[config.mk]
export PLATFORM = sky130hd
export DESIGN_NAME = tsm_out_fifo
export DESIGN_NICKNAME = d
export VERILOG_FILES = /design/src/rtl/tsm_pkg.sv /design/src/rtl/tsm_out_fifo.sv
export SDC_FILE = /design/constraint.sdc
export NUM_CORES = 1
export LEC_CHECK = 0
export BUFFER_PORTS_ARGS = -buffer_cell sky130_fd_sc_hd__buf_2
export CORE_MARGIN = 4
export CORE_UTILIZATION = 56
export CTS_BUF_LIST = sky130_fd_sc_hd__clkbuf_4 sky130_fd_sc_hd__clkbuf_8
export CTS_CLUSTER_DIAMETER = 120
export DETAILED_ROUTE_END_ITERATION = 6
export GPL_TIMING_DRIVEN = 0
export PLACE_DENSITY = 0.76
export SYNTH_ARGS = -nofsm -noshare
export SYNTH_HDL_FRONTEND = slang
export SYNTH_SLANG_ARGS = --single-unit
[constraint.sdc]
create_clock -name clk -period 3.5 [get_ports clk]
set_input_delay 0.175 -clock clk [delete_from_list [all_inputs] [get_ports clk]]
set_output_delay 0.175 -clock clk [all_outputs]
set_load 0.01 [all_outputs]
[src/rtl/tsm_pkg.sv]
package tsm_pkg;

	// Largest image the line stores and counters are built for.
	localparam int MAX_WIDTH  = 1024;
	localparam int MAX_HEIGHT = 1024;

	// Counter widths follow from the largest image.
	localparam int COL_W = $clog2(MAX_WIDTH);
	localparam int ROW_W = $clog2(MAX_HEIGHT);

	// Fixed field widths of the ports.
	localparam int PIX_W      = 8;
	localparam int SIZE_W     = 11;
	localparam int TMPL_W     = 24;
	localparam int SCORE_W    = 20;
	localparam int POS_W      = 10;
	localparam int CFG_IDX_W  = 3;
	localparam int CFG_DATA_W = 24;
	localparam int SQ_W       = 2 * PIX_W;
	localparam int LINE_W     = 2 * PIX_W;

	// Compare widths wide enough for a counter plus one and a size register.
	localparam int COL_CMP_W = (COL_W + 1 > SIZE_W) ? COL_W + 1 : SIZE_W;
	localparam int ROW_CMP_W = (ROW_W + 1 > SIZE_W) ? ROW_W + 1 : SIZE_W;

	// Output queue sizing.
	localparam int FIFO_DEPTH = 8;
	localparam int PTR_W      = $clog2(FIFO_DEPTH);
	localparam int CNT_W      = $clog2(FIFO_DEPTH + 1);
	localparam int OCC_W      = $clog2(FIFO_DEPTH + 5);

	// Register indexes of the configuration port.
	typedef enum logic [CFG_IDX_W-1:0] {
		REG_IMAGE_WIDTH  = CFG_IDX_W'(0),
		REG_IMAGE_HEIGHT = CFG_IDX_W'(1),
		REG_TMPL_TOP     = CFG_IDX_W'(2),
		REG_TMPL_MID     = CFG_IDX_W'(3),
		REG_TMPL_BOT     = CFG_IDX_W'(4)
	} cfg_reg_t;

	typedef logic [PIX_W-1:0] pix_t;

	// Window pixels indexed [row][col], row 0 on top, col 0 on the left.
	typedef logic [2:0][2:0][PIX_W-1:0] window_t;

	// Template rows indexed [row], left value in the low byte.
	typedef logic [2:0][TMPL_W-1:0] tmpl_t;

	// Effective configuration seen by the datapath.
	typedef struct packed {
		logic [SIZE_W-1:0] width;
		logic [SIZE_W-1:0] height;
		tmpl_t             tmpl;
	} cfg_t;

	// Position information that travels with each window.
	typedef struct packed {
		logic [POS_W-1:0] win_row;
		logic [POS_W-1:0] win_col;
		logic             frame_last;
	} tag_t;

	typedef struct packed {
		logic [SCORE_W-1:0] score;
		tag_t               tag;
	} result_t;

	// Occupancy of the two pipeline stages inside a module.
	typedef struct packed {
		logic first;
		logic second;
	} stage_busy_t;

endpackage

[src/rtl/tsm_out_fifo.sv]
module tsm_out_fifo
	import tsm_pkg::*;
(
	input  logic             clk,
	input  logic             arst_n,
	input  logic             push,
	input  result_t          push_data,
	input  logic             pop,
	output result_t          pop_data,
	output logic             not_empty,
	output logic [CNT_W-1:0] count
);

	result_t          entry_q [FIFO_DEPTH];
	logic [PTR_W-1:0] wr_ptr_q;
	logic [PTR_W-1:0] rd_ptr_q;
	logic [CNT_W-1:0] count_q;

	// Entry storage.
	always_ff @(posedge clk) begin
		if (push) begin
			entry_q[wr_ptr_q] <= push_data;
		end
	end

	// Pointers and fill level.
	always_ff @(posedge clk or negedge arst_n) begin
		if (!arst_n) begin
			wr_ptr_q <= '0;
			rd_ptr_q <= '0;
			count_q  <= '0;
		end else begin
			if (push) begin
				wr_ptr_q <= (wr_ptr_q == PTR_W'(FIFO_DEPTH - 1)) ? '0 : wr_ptr_q + PTR_W'(1);
			end
			if (pop) begin
				rd_ptr_q <= (rd_ptr_q == PTR_W'(FIFO_DEPTH - 1)) ? '0 : rd_ptr_q + PTR_W'(1);
			end
			if (push && !pop) begin
				count_q <= count_q + CNT_W'(1);
			end else if (pop && !push) begin
				count_q <= count_q - CNT_W'(1);
			end
		end
	end

	assign pop_data  = entry_q[rd_ptr_q];
	assign not_empty = count_q != '0;
	assign count     = count_q;

`ifndef ASSERT_OFF
	// The input credit keeps the queue from overflowing.
	a_no_overflow: assert property (@(posedge clk) disable iff (!arst_n)
		(count_q == CNT_W'(FIFO_DEPTH)) |-> !push)
		else $error("result queue overflow");

	// A result leaves only when one is held.
	a_no_underflow: assert property (@(posedge clk) disable iff (!arst_n)
		pop |-> (count_q != '0))
		else $error("result queue underflow");
`endif

endmodule

======== Word-level counts from Yosys, hierarchy flattened ========
Memory sizes are Yosys's and may differ from the RTL's.
Index checks and enable logic that the tools add are counted.
cells by class
  eq/ne operators ......................... 2
  add/sub/neg operators ................... 4
  reduce and logical (&&, ||, !) cells .... 6
  muxes and demuxes ....................... 6
operator list
  cell                                               count
  two-way mux 4 bit                                  2
  adder 3 x 1 -> 3 bit (second input constant)       2
  equality test 3 bit (second input constant)        2
  two-way mux 3 bit                                  2
  adder 4 x 1 -> 4 bit (second input constant)       1
  nonzero test 4 bit                                 1
  subtractor 4 x 1 -> 4 bit (second input constant)  1
  logical AND 1 bit                                  2
  zero test 1 bit                                    2
  two-way mux 1 bit                                  2
  nonzero test 2 bit                                 1
word-level totals
  flip-flop bits (word level) ............. 10
  memories kept ........................... 1
  bits of input ports ..................... 45
  logic and storage cells ................. 22
  output and inout port bits .............. 46
  bits in writable memories ............... 328
memories
  memory   words  bits a word  rd ports  clocked after memory_dff  wr ports  RTL line            text
  entry_q  8      41           1         0                         1         tsm_out_fifo.sv:14  result_t entry_q [FIFO_DEPTH];

======== Logic depth before layout (Yosys ltp) ========
  depth after elaboration ................. 4
  depth in mapped cells ................... 7
  mapped depth without buffers ............ 7

======== Worst setup path after synthesis ========
No wires, ideal clock.
  path kind ............................... reg2reg
  start point ............................. register wr_ptr_q[2]
  end point ............................... memory entry_q[0][0] (netlist bit) (enable)
  cell stages (with the launch flop) ...... 3
  clock period less this slack ............ 3,873 ps
  arrival time ............................ 3,383 ps
  required time ........................... 3,010 ps
  setup slack ............................. -373 ps
  setup time .............................. 490 ps
  path buffers ............................ 0
  cell sequence ........................... dfrtp_1 > nand2b_1 > nor3_1
RTL lines
  element                 RTL line            text
  start, declared         tsm_out_fifo.sv:15  logic [PTR_W-1:0] wr_ptr_q;
  start signal, assigned  tsm_out_fifo.sv:34  wr_ptr_q <= (wr_ptr_q == PTR_W'(FIFO_DEPTH - 1)) ? '0 : wr_ptr_q + PTR_W'(1);
  end, declared           tsm_out_fifo.sv:14
No word-level cell before the write port.

==> summary.md <==
| Metric | Value |
|---|---|
| Placed Area | 14200 µm² |
| Antenna Violating Nets Remaining | 0 |
| Initial antenna violation count | 1 |
| Clock share of power | 24.5% |
| Detailed placer's ending HPWL | 15400 µm |
| Synth Register Bits | 338 |
| Sequential share of the synthesized area | 78.0% |
| Cell Pwr Density | 793 nW/µm² |
| Total Routing Usage GR | 20.4% |
| Synth top area share | 76.1% |
| Max Cap Viol | 0 |
| Cell taking the most area after synthesis | edfxtp_1 |
| IO buf count | 90 |
| Core area | 22700 µm² |
| Worst Path Required | 3320 ps |
| Worst VDD drop | 473 µV |
| Synthesized area per cell | 24.0 µm² |
| Vias in the first global route | 6756 |
| Max-slew violations | 0 |
| Int Pwr | 8770 µW |
| # DRC | 0 |
| Final RePlAce weighted congestion | 0.787 |
| Final WL | 25200 µm |
| Die area | 25600 µm² |
| CTS tree | yes |
| Final nets | 795 |
| Yosys warning count | 0 |
| Global-route wire length before repair | 39600 µm |
| Worst R2R Start | wr_ptr_q[0]$_DFFE_PN0P_ |
| Die X | 160 µm |
| Cells after Synth | 539 |
| DRT Pass-1 Iters | 4 |
| Startpoint class of the critical path | register |
| F_max | 356 MHz |
| Final Non-Filler Cells | 1062 |
| Synth top area cells | edfxtp_1 (76%), mux4_2 (14%), mux2_2 (4.0%) |
| Clock sink count | 338 |
| Hold wc startpoint | push_data[20] |
| Cell area after layout | 15600 µm² |
| Root Driver | clkbuf_8 |
| Critical path origin | rd_ptr_q[1]$_DFFE_PN0P_ |
| Clock Tree Buf Depth | 3 |
| CP Capture Type | output pin |
| Worst skew pair latency | 550 ps |
| Die H | 160 µm |
| Relative slew slack | 38.3% |
| Total congestion overflow | 0 |
| Crit path kind | register to output pin |
| Largest net degree at the start of global routing | 25 |
| Yosys cell types | 25 |
| Clk slew on worst S/H paths | 60 ps |
| Outcome | finished, final reports clean |
| Sw Pwr | 3600 µW |
| DP Cell Count | 929 |
| CTS H-Tree Depth | 2 |
| Arr. time, crit path | 2630 ps |
| Final hold violations | 0 |
| Vias per inst | 5.74 |
| Most common cell after layout, fill and taps aside | edfxtp_1 |
| IO Count | 91 |
| Worst hold-check path type | input pin to register |
| Post-Syn Area | 12900 µm² |
| Logic pwr share | 32.9% |
| Total CTS buffers | 50 |
| Detailed router's first-iteration violation count | 432 |
| Layout cell share with drive strength beyond 1 | 42.9% |
| Vias | 6098 |
| RSZ-0062 raised after global routing | false |
| Most frequent cells in the layout | edfxtp_1 (328), buf_2 (94), mux4_2 (82) |
| Slew @ Worst Pin | 923 ps |
| Net Count, Synth | 592 |
| Drt wl/cell | 23.7 µm |
| Tcrit/Tclk final | 80.2% |
| Initial Util | 57.0% |
| Placement row count | 55 |
| Clk_skew | 20.8 ps |
| Final Setup Violations | 0 |
| Switch share | 29.1% |
| Seq pwr share | 42.6% |
| Worst-path maximum fanout | 10 |
| Area growth, synth to finish | 20.5% |
| Leakage | 0.00522 µW |
| Crit path time final | 2810 ps |
## per-stage QoR
stage	hold WS (ps)	TNS [ps]	setup slack [ps]	utilization (%)	total power (µW)
4_1_cts	384	0	651	68.7	12500
2_1_floorplan	-121	0	711	-	7930
3_5_place_dp	55.7	0	1250	62.4	9450
5_1_grt	411	0	571	68.7	13000
3_3_place_gp	41.6	-308220	-1110	60.6	9140
6_report	421	0	692	68.7	12400
## flip-flops by register name (all words and copies together), names as in the netlist
register,count
wr_ptr_q,3
rd_ptr_q,3
count,4
entry_q,328
## logic make-up after synthesis
| logic type | count (synthesis) | share of synthesized area, % |
|---|---|---|
| buffers and inverters | 28 | 1.26 |
| XOR/XNOR | 2 | 0.135 |
| AO/OA/AOI/OAI | 8 | 0.396 |
| AND/OR/NAND/NOR | 26 | 1.01 |
| multiplexers | 129 | 18.3 |
| flip-flops | 338 | 78.0 |
| adder cells (fa/ha/maj) | 8 | 0.831 |
## worst max-delay path, cell delays in order, from the launching register on
cell      delay [ps]
dfrtp_1          370
buf_2            240
clkbuf_1         620
mux4_2           420
mux2_2           290
buf_2            140
## metal layers
layer  vias up  global-route usage, %  share of wire [%]
met1      3178                   27.6                 40
met2       182                   34.4                 53
met3        34                   4.28                6.0
met5         -                      0                  0
li1       2704                      -                  -
met4         0                   5.71                1.7
## path summary, 6_finish.rpt
path                                            end  slack (ps)  depth (start not counted)
setup / recovery                       pop_data[16]         690                          5
hold / removal             entry_q[3][20]$_DFFE_PP_         420                          2
setup reg to reg           entry_q[3][22]$_DFFE_PP_        1330                          3
hold reg to reg                count[2]$_DFFE_PN0P_         590                          2
max in group asynchronous   wr_ptr_q[2]$_DFFE_PN0P_        2060                          4
min in group asynchronous      count[3]$_DFFE_PN0P_         540                          3
## synth_stat cells
cell,count
buf_2,4
nand3_1,2
o21ai_0,3
nor3_1,3
fa_1,1
ha_1,7
nand2_1,5
buf_6,7
dfrtp_1,10
a21oi_1,2
mux2i_1,1
nand3b_1,3
o211ai_1,2
a2111o_1,1
nor2_1,8
clkbuf_1,12
or3_1,1
mux4_2,82
mux2_2,46
edfxtp_1,328
inv_1,4
nand2b_1,2
or4_1,2
buf_1,1
xnor2_1,2
## repair_timing
item / 4_1_cts / 5_1_grt
hold endpoints to repair: 344 / 0
buffers inserted: 0 / 0
hold buffers: 46 / 0
setup endpoints to repair: 0 / 0
gates resized for setup: 0 / 0
## power by group through the flow
| stage | Combinational, µW | Clock (µW) | Sequential (µW) |
|---|---|---|---|
| 2_1_floorplan | 2620 | 0 | 5310 |
| 3_3_place_gp | 3790 | 0 | 5360 |
| 3_5_place_dp | 4100 | 0 | 5350 |
| 4_1_cts | 4170 | 3100 | 5270 |
| 5_1_grt | 4410 | 3310 | 5310 |
| 6_report | 4070 | 3030 | 5270 |
## final cells by class
type	count	area [µm²]
clock buffers	78	930
plain buffers	24	148
clock inverters	8	36.3
fillers	1375	7110
multi-input cells	173	2750
diodes	1	2.50
flip-flops and latches	338	10100
inverters	4	15.0
well taps	285	357
repair buffers	151	1260
Power figures use the tool's default switching activity.
