--- src/rtl/tsm_pkg.sv ---
package tsm_pkg;

	// Largest image the line stores and counters are built for.
	localparam int MAX_WIDTH  = 1024;
	localparam int MAX_HEIGHT = 1024;

	// Counter widths follow from the largest image.
	localparam int COL_W = $clog2(MAX_WIDTH);
	localparam int ROW_W = $clog2(MAX_HEIGHT);

	// Fixed field widths of the ports.
	localparam int PIX_W      = 8;
	localparam int SIZE_W     = 11;
	localparam int TMPL_W     = 24;
	localparam int SCORE_W    = 20;
	localparam int POS_W      = 10;
	localparam int CFG_IDX_W  = 3;
	localparam int CFG_DATA_W = 24;
	localparam int SQ_W       = 2 * PIX_W;
	localparam int LINE_W     = 2 * PIX_W;

	// Compare widths wide enough for a counter plus one and a size register.
	localparam int COL_CMP_W = (COL_W + 1 > SIZE_W) ? COL_W + 1 : SIZE_W;
	localparam int ROW_CMP_W = (ROW_W + 1 > SIZE_W) ? ROW_W + 1 : SIZE_W;

	// Output queue sizing.
	localparam int FIFO_DEPTH = 8;
	localparam int PTR_W      = $clog2(FIFO_DEPTH);
	localparam int CNT_W      = $clog2(FIFO_DEPTH + 1);
	localparam int OCC_W      = $clog2(FIFO_DEPTH + 5);

	// Register indexes of the configuration port.
	typedef enum logic [CFG_IDX_W-1:0] {
		REG_IMAGE_WIDTH  = CFG_IDX_W'(0),
		REG_IMAGE_HEIGHT = CFG_IDX_W'(1),
		REG_TMPL_TOP     = CFG_IDX_W'(2),
		REG_TMPL_MID     = CFG_IDX_W'(3),
		REG_TMPL_BOT     = CFG_IDX_W'(4)
	} cfg_reg_t;

	typedef logic [PIX_W-1:0] pix_t;

	// Window pixels indexed [row][col], row 0 on top, col 0 on the left.
	typedef logic [2:0][2:0][PIX_W-1:0] window_t;

	// Template rows indexed [row], left value in the low byte.
	typedef logic [2:0][TMPL_W-1:0] tmpl_t;

	// Effective configuration seen by the datapath.
	typedef struct packed {
		logic [SIZE_W-1:0] width;
		logic [SIZE_W-1:0] height;
		tmpl_t             tmpl;
	} cfg_t;

	// Position information that travels with each window.
	typedef struct packed {
		logic [POS_W-1:0] win_row;
		logic [POS_W-1:0] win_col;
		logic             frame_last;
	} tag_t;

	typedef struct packed {
		logic [SCORE_W-1:0] score;
		tag_t               tag;
	} result_t;

	// Occupancy of the two pipeline stages inside a module.
	typedef struct packed {
		logic first;
		logic second;
	} stage_busy_t;

endpackage

--- src/rtl/tsm_ssd.sv ---
module tsm_ssd
	import tsm_pkg::*;
(
	input  logic        clk,
	input  logic        arst_n,
	input  logic        win_valid,
	input  window_t     win,
	input  tag_t        tag,
	input  tmpl_t       tmpl,
	output logic        res_valid,
	output result_t     res,
	output stage_busy_t busy
);

	logic [2:0][2:0][PIX_W-1:0] diff;
	logic [2:0][2:0][SQ_W-1:0]  sq_s3;
	logic                       v_s3;
	tag_t                       tag_s3;

	logic [2:0][SCORE_W-1:0] row_sum;
	logic [SCORE_W-1:0]      total;
	logic                    v_s4;
	result_t                 res_s4;

	// Absolute difference of each window pixel and its template value.
	always_comb begin
		for (int m = 0; m < 3; m++) begin
			for (int n = 0; n < 3; n++) begin
				if (win[m][n] >= tmpl[m][n*PIX_W +: PIX_W]) begin
					diff[m][n] = win[m][n] - tmpl[m][n*PIX_W +: PIX_W];
				end else begin
					diff[m][n] = tmpl[m][n*PIX_W +: PIX_W] - win[m][n];
				end
			end
		end
	end

	// Stage 3: nine squares in parallel lanes.
	always_ff @(posedge clk or negedge arst_n) begin
		if (!arst_n) begin
			v_s3 <= 1'b0;
		end else begin
			v_s3 <= win_valid;
		end
	end

	always_ff @(posedge clk) begin
		if (win_valid) begin
			for (int m = 0; m < 3; m++) begin
				for (int n = 0; n < 3; n++) begin
					sq_s3[m][n] <= SQ_W'(diff[m][n]) * SQ_W'(diff[m][n]);
				end
			end
			tag_s3 <= tag;
		end
	end

	// Adder tree: three row sums, then the total.
	always_comb begin
		for (int m = 0; m < 3; m++) begin
			row_sum[m] = SCORE_W'(sq_s3[m][0]) + SCORE_W'(sq_s3[m][1])
				+ SCORE_W'(sq_s3[m][2]);
		end
		total = row_sum[0] + row_sum[1] + row_sum[2];
	end

	// Stage 4 holds the finished result.
	always_ff @(posedge clk or negedge arst_n) begin
		if (!arst_n) begin
			v_s4 <= 1'b0;
		end else begin
			v_s4 <= v_s3;
		end
	end

	always_ff @(posedge clk) begin
		if (v_s3) begin
			res_s4.score <= total;
			res_s4.tag   <= tag_s3;
		end
	end

	assign res_valid   = v_s4;
	assign res         = res_s4;
	assign busy.first  = v_s3;
	assign busy.second = v_s4;

`ifndef ASSERT_OFF
	// Every window that enters leaves as a result through stages 3 and 4.
	a_no_drop: assert property (@(posedge clk) disable iff (!arst_n)
		win_valid |-> ##2 res_valid)
		else $error("score pipeline lost a window");
`endif

endmodule

--- config.mk ---
export PLATFORM = sky130hd
export DESIGN_NAME = tsm_ssd
export DESIGN_NICKNAME = d
export VERILOG_FILES = /design/src/rtl/tsm_pkg.sv /design/src/rtl/tsm_ssd.sv
export SDC_FILE = /design/constraint.sdc
export NUM_CORES = 1
export LEC_CHECK = 0
export BUFFER_PORTS_ARGS = -buffer_cell sky130_fd_sc_hd__buf_2
export CAP_MARGIN = 20
export CORE_MARGIN = 5
export CORE_UTILIZATION = 33
export CTS_CLUSTER_SIZE = 40
export DETAILED_ROUTE_END_ITERATION = 6
export PLACE_DENSITY = 0.53
export SKIP_CTS_REPAIR_TIMING = 1
export SLEW_MARGIN = 20
export SYNTH_ARGS = -nofsm -noshare
export SYNTH_HDL_FRONTEND = slang
export SYNTH_SLANG_ARGS = --single-unit
--- constraint.sdc ---
create_clock -name clk -period 5.9 [get_ports clk]
set_input_delay 0.295 -clock clk [delete_from_list [all_inputs] [get_ports clk]]
set_output_delay 0.295 -clock clk [all_outputs]
set_load 0.02 [all_outputs]
* Word level (Yosys, flattened, before mapping)
Cells that the tools add are included.
Storage, ports and cells: bits in registers 208, input bits 168, output and inout bits 44, logic and storage cells 71
Cells by class: add/subtract/negate cells 26, multiply operators 9, $lt $le $gt $ge 9, multiplexer cells 9
Operator list (number):
- 8-bit by 8-bit multiplier with 16-bit output | 9
- 8-bit subtractor | 18
- 8-bit greater-or-equal comparator | 9
- 8-bit two-way mux | 9
- 17-bit by 16-bit adder with 18-bit output | 3
- 16-bit by 16-bit adder with 17-bit output | 3
- 19-bit by 18-bit adder with 20-bit output | 1
- 18-bit by 18-bit adder with 19-bit output | 1

* Depth between registers and ports, before layout
word-level depth 4, gate-level depth with buffers 30, mapped depth without buffers 29

* Least setup slack after synthesis
Ideal clock, no wire load.
path type input-to-reg, start point in win[64] (netlist bit), end point reg sq_s3[143] (netlist bit) (data pin), library setup time 0.268 ns, data arrival time 6.326 ns, data required time 5.632 ns, setup slack -0.694 ns, stages on the path 29, buffers on the path 2, path through inv_1 > ha_1 > inv_1 > fa_1 > a21o_1 > a21oi_1 > a31oi_1 > o41a_1 > buf_2 > and3b_1 > o311ai_1 > and4_1 > clkbuf_1 > nor2_1 > fa_1 > fa_1 > inv_1 > fa_1 > fa_1 > inv_1 > ha_1 > or2_2 > nor2_1 > o21ai_0 > a31oi_1 > nor2b_1 > o21a_1 > o41ai_1 > xnor2_1
On the way: word-level cells in the longest chain between the ends 3, elaborated cells on any way between the ends 5, those cells by class add/sub: 2; mul: 1; order compare: 1; mux: 1
RTL lines:
- start: declaration | line tsm_ssd.sv:7 | input window_t win,
- 8-bit subtractor (tied with other cells) | line tsm_ssd.sv:32 | diff[m][n] = tmpl[m][n*PIX_W +: PIX_W] - win[m][n];
- 8-bit two-way mux * | line tsm_ssd.sv:29 | if (win[m][n] >= tmpl[m][n*PIX_W +: PIX_W]) begin
- 8-bit by 8-bit multiplier with 16-bit output * | line tsm_ssd.sv:51 | sq_s3[m][n] <= SQ_W'(diff[m][n]) * SQ_W'(diff[m][n]);
- end signal: indexed assignment | line tsm_ssd.sv:51
- end: declaration | line tsm_ssd.sv:16 | logic [2:0][2:0][SQ_W-1:0] sq_s3;
Mark *: on every way between the ends. The rest lies on a longest branch, timed or not. A chain may end at the register's enable or synchronous reset.

* Worst setup path in the final report
Ends and elaborated chain as after synthesis.

==> flow_summary.json <==
{
  "ff2ff_path_depth": 18,
  "fin_skew_ns": 0.0144,
  "num_rows": 109,
  "finalHoldViolations": 0,
  "synthFlopType": "edfxtp_1",
  "dr.first_iter.drc_count": 729,
  "slew_viol_final": 0,
  "path_class": "input port to register",
  "diodes": 0,
  "grt_setup_unrepaired": "true",
  "path_buf_inv": 8,
  "grt_pass1_wl_um": 111000,
  "met1_length_um": 31700,
  "setup.worst_path.start": "win[64]",
  "via_per_inst": 4.41,
  "overflow": 0,
  "grt_util_all_layers": 0.142,
  "yosys.area.top_type_share": 0.237,
  "slowest_stage": "fa_1",
  "regToRegStartpoint": "sq_s3[98]",
  "nets": 4798,
  "synth_common_cells": "692 x inv_1, 423 x ha_1, 346 x fa_1",
  "antenna_found_initial": 1,
  "crit_family": "adder cells",
  "die_h_um": 308,
  "grt_pass1_vias": 22852,
  "vias": 22246,
  "firstDrtPassIters": 5,
  "failed_checks": "negative setup slack",
  "syn_avg_cell_area_um2": 9.56,
  "critPathCaptureType": "register",
  "final_layout_size_suffix_gt1_frac": 0.279,
  "synth_cells": 3059,
  "cts.sinks": 199,
  "critPathMaxFanout": 5,
  "reg2reg_setup_slack_ns": 0.58,
  "worst_setup_path_start_kind": "input port",
  "ys_seq_area_frac": 0.204,
  "cap_viol_max_count": 0,
  "cts_buffers": 17,
  "ys_seq_elements": 199,
  "synth_edf_count": 197,
  "port_buffers": 211,
  "cpPeakStageDelay_ns": 0.55,
  "die_x_um": 308,
  "top_layer": "met4",
  "yosysTopAreaCell": "fa_1",
  "ant_nets": 0,
  "crit_arrival_ns": 6.19,
  "syn-cell-area_um2": 29300,
  "finalWorstSetupSlack_ns": -0.0568,
  "final_util": 0.431,
  "cts_htree_levels": 4,
  "insertion_delay_ns": 0.49,
  "slew_headroom": 0.428,
  "finalSetupTns_ns": -0.109,
  "path_common_cell": "fa_1",
  "start_util": 0.332,
  "crit_required_ns": 6.13,
  "synthArstFlopShare": 0.0101,
  "period_share": 1.01,
  "met3_length_um": 1730,
  "yosysMostFrequentCell": "inv_1",
  "core-area_um2": 88200,
  "synth.area.top_cells": "fa_1 24%, edfxtp_1 20%, ha_1 18%",
  "setup_violations": 2,
  "hpwl_um": 58300,
  "status": "finished, violations left",
  "max_freq_mhz": 168,
  "drt_wl_total_um": 66700,
  "wl_per_cell_um": 13.2,
  "cts_tree": "done",
  "area_growth_pct": 30.0,
  "fill_cells": 8515,
  "min_path_type": "input port to asynchronous set/reset pin",
  "die-area_um2": 94700,
  "grt_max_degree": 83,
  "synth_cell_types": 68,
  "timing.rr.end": "res[39]",
  "wl_met2_um": 32300,
  "synth_warnings": 0,
  "cts-root-buf": "clkbuf_16",
  "io_pins": 212,
  "clock_path_buffers": 2,
  "clk_pin_slew_ns": 0.09,
  "fin_crit_ns": 5.96,
  "gp_congestion": 0.816,
  "worst_slew_pin_slew_ns": 0.858,
  "drcViolationCount": 0
}
-- worst reg2reg max path: cells and delay by family, from the launching register on --
kind / cells / cell delay (ns)
XOR/XNOR: 1 / 0.09
flip-flops: 1 / 0.41
AO/OA/AOI/OAI: 6 / 1.28
buffers and inverters: 4 / 0.37
adder cells (fa/ha/maj): 6 / 2.79
AND/OR/NAND/NOR: 1 / 0.13
-- through the flow --
stage	worst slack (ns)	hold WS (ns)	instance area [um2]	std cells
floorplan	-0.330	-0.000591	29700	3063
global placement	-0.569	0.0834	36300	4968
detailed placement	-0.634	0.0826	36300	4968
CTS	-0.104	-0.460	36900	5000
global route	-0.282	0.127	38000	5039
finish	-0.0568	0.126	38000	5039
-- cell usage in the layout (no fill, tap or decap), types with 10 or more instances in the layout --
cell | netlist | final
a31oi_1 | 16 | 14
nand2b_1 | 23 | 17
and2_1 | 11 | 11
buf_2 | 3 | 208
buf_4 | 2 | 586
a21oi_1 | 139 | 118
xnor2_2 | 0 | 16
xnor2_1 | 156 | 140
ha_1 | 423 | 404
fa_1 | 346 | 330
o21a_1 | 26 | 26
inv_2 | 0 | 16
a21oi_2 | 0 | 21
inv_1 | 692 | 674
and3_1 | 16 | 14
or2_2 | 50 | 45
nand3_1 | 35 | 33
dlygate4sd3_1 | 0 | 22
o21ai_0 | 73 | 63
o211ai_1 | 18 | 18
a21o_1 | 51 | 51
a211oi_1 | 11 | 11
inv_12 | 0 | 10
mux2i_1 | 42 | 33
o21bai_1 | 34 | 32
nor3_1 | 51 | 46
fa_2 | 0 | 16
ha_4 | 0 | 15
nand2_1 | 71 | 71
nor2_1 | 307 | 292
clkbuf_16 | 0 | 17
nor2b_1 | 44 | 37
nand4_1 | 12 | 12
edfxtp_1 | 197 | 197
xor2_1 | 53 | 46
-- logic make-up (layout without fill, tap and decap cells) --
logic type                 count (synthesis)  after routing  synth area share
DFF                                      199            199             0.204
buffers and inverters                    739           1550            0.0960
xor gates and xnor gates                 209            209            0.0626
other                                      2              6          0.000257
adders and majority gates                769            769             0.418
and+or+nand+nor                          651            651             0.105
muxes                                     45             45            0.0157
AOI/OAI and AO/OA                        445            445            0.0992
-- state kept, by name, summed over array words and instances (netlist names) --
signal	count
sq_s3	135
res	41
tag_s3	21
res_valid	1
v_s3	1
-- per-layer routing --
metal,vias to the layer above,GRT usage
met2,213,0.245
li1,11467,-
met4,0,0.0285
met5,-,0
met1,10530,0.194
met3,36,0.0172
-- cell type report --
cell class | instances | area (um2) | share of cell area
well taps | 1165 | 1460 | 0.0383
clock buffers | 17 | 425 | 0.0112
multi-input cells | 2125 | 21500 | 0.567
inverters | 692 | 2620 | 0.0690
clock inverters | 15 | 225 | 0.00592
repair buffers | 826 | 5780 | 0.152
flip-flops and latches | 199 | 5970 | 0.157
-- worst max-delay path by stage --
stage,end,slack [ns],cells past startpoint
floorplan,sq_s3[143],-0.33,29
global placement,sq_s3[15],-0.57,28
detailed placement,sq_s3[143],-0.63,28
CTS,sq_s3[143],-0.10,28
global route,sq_s3[143],-0.28,28
finish,sq_s3[143],-0.06,30
Power is left out: the tool's default activity adds up to more than one toggle a clock period on the data nets, which glitch-free logic cannot reach.
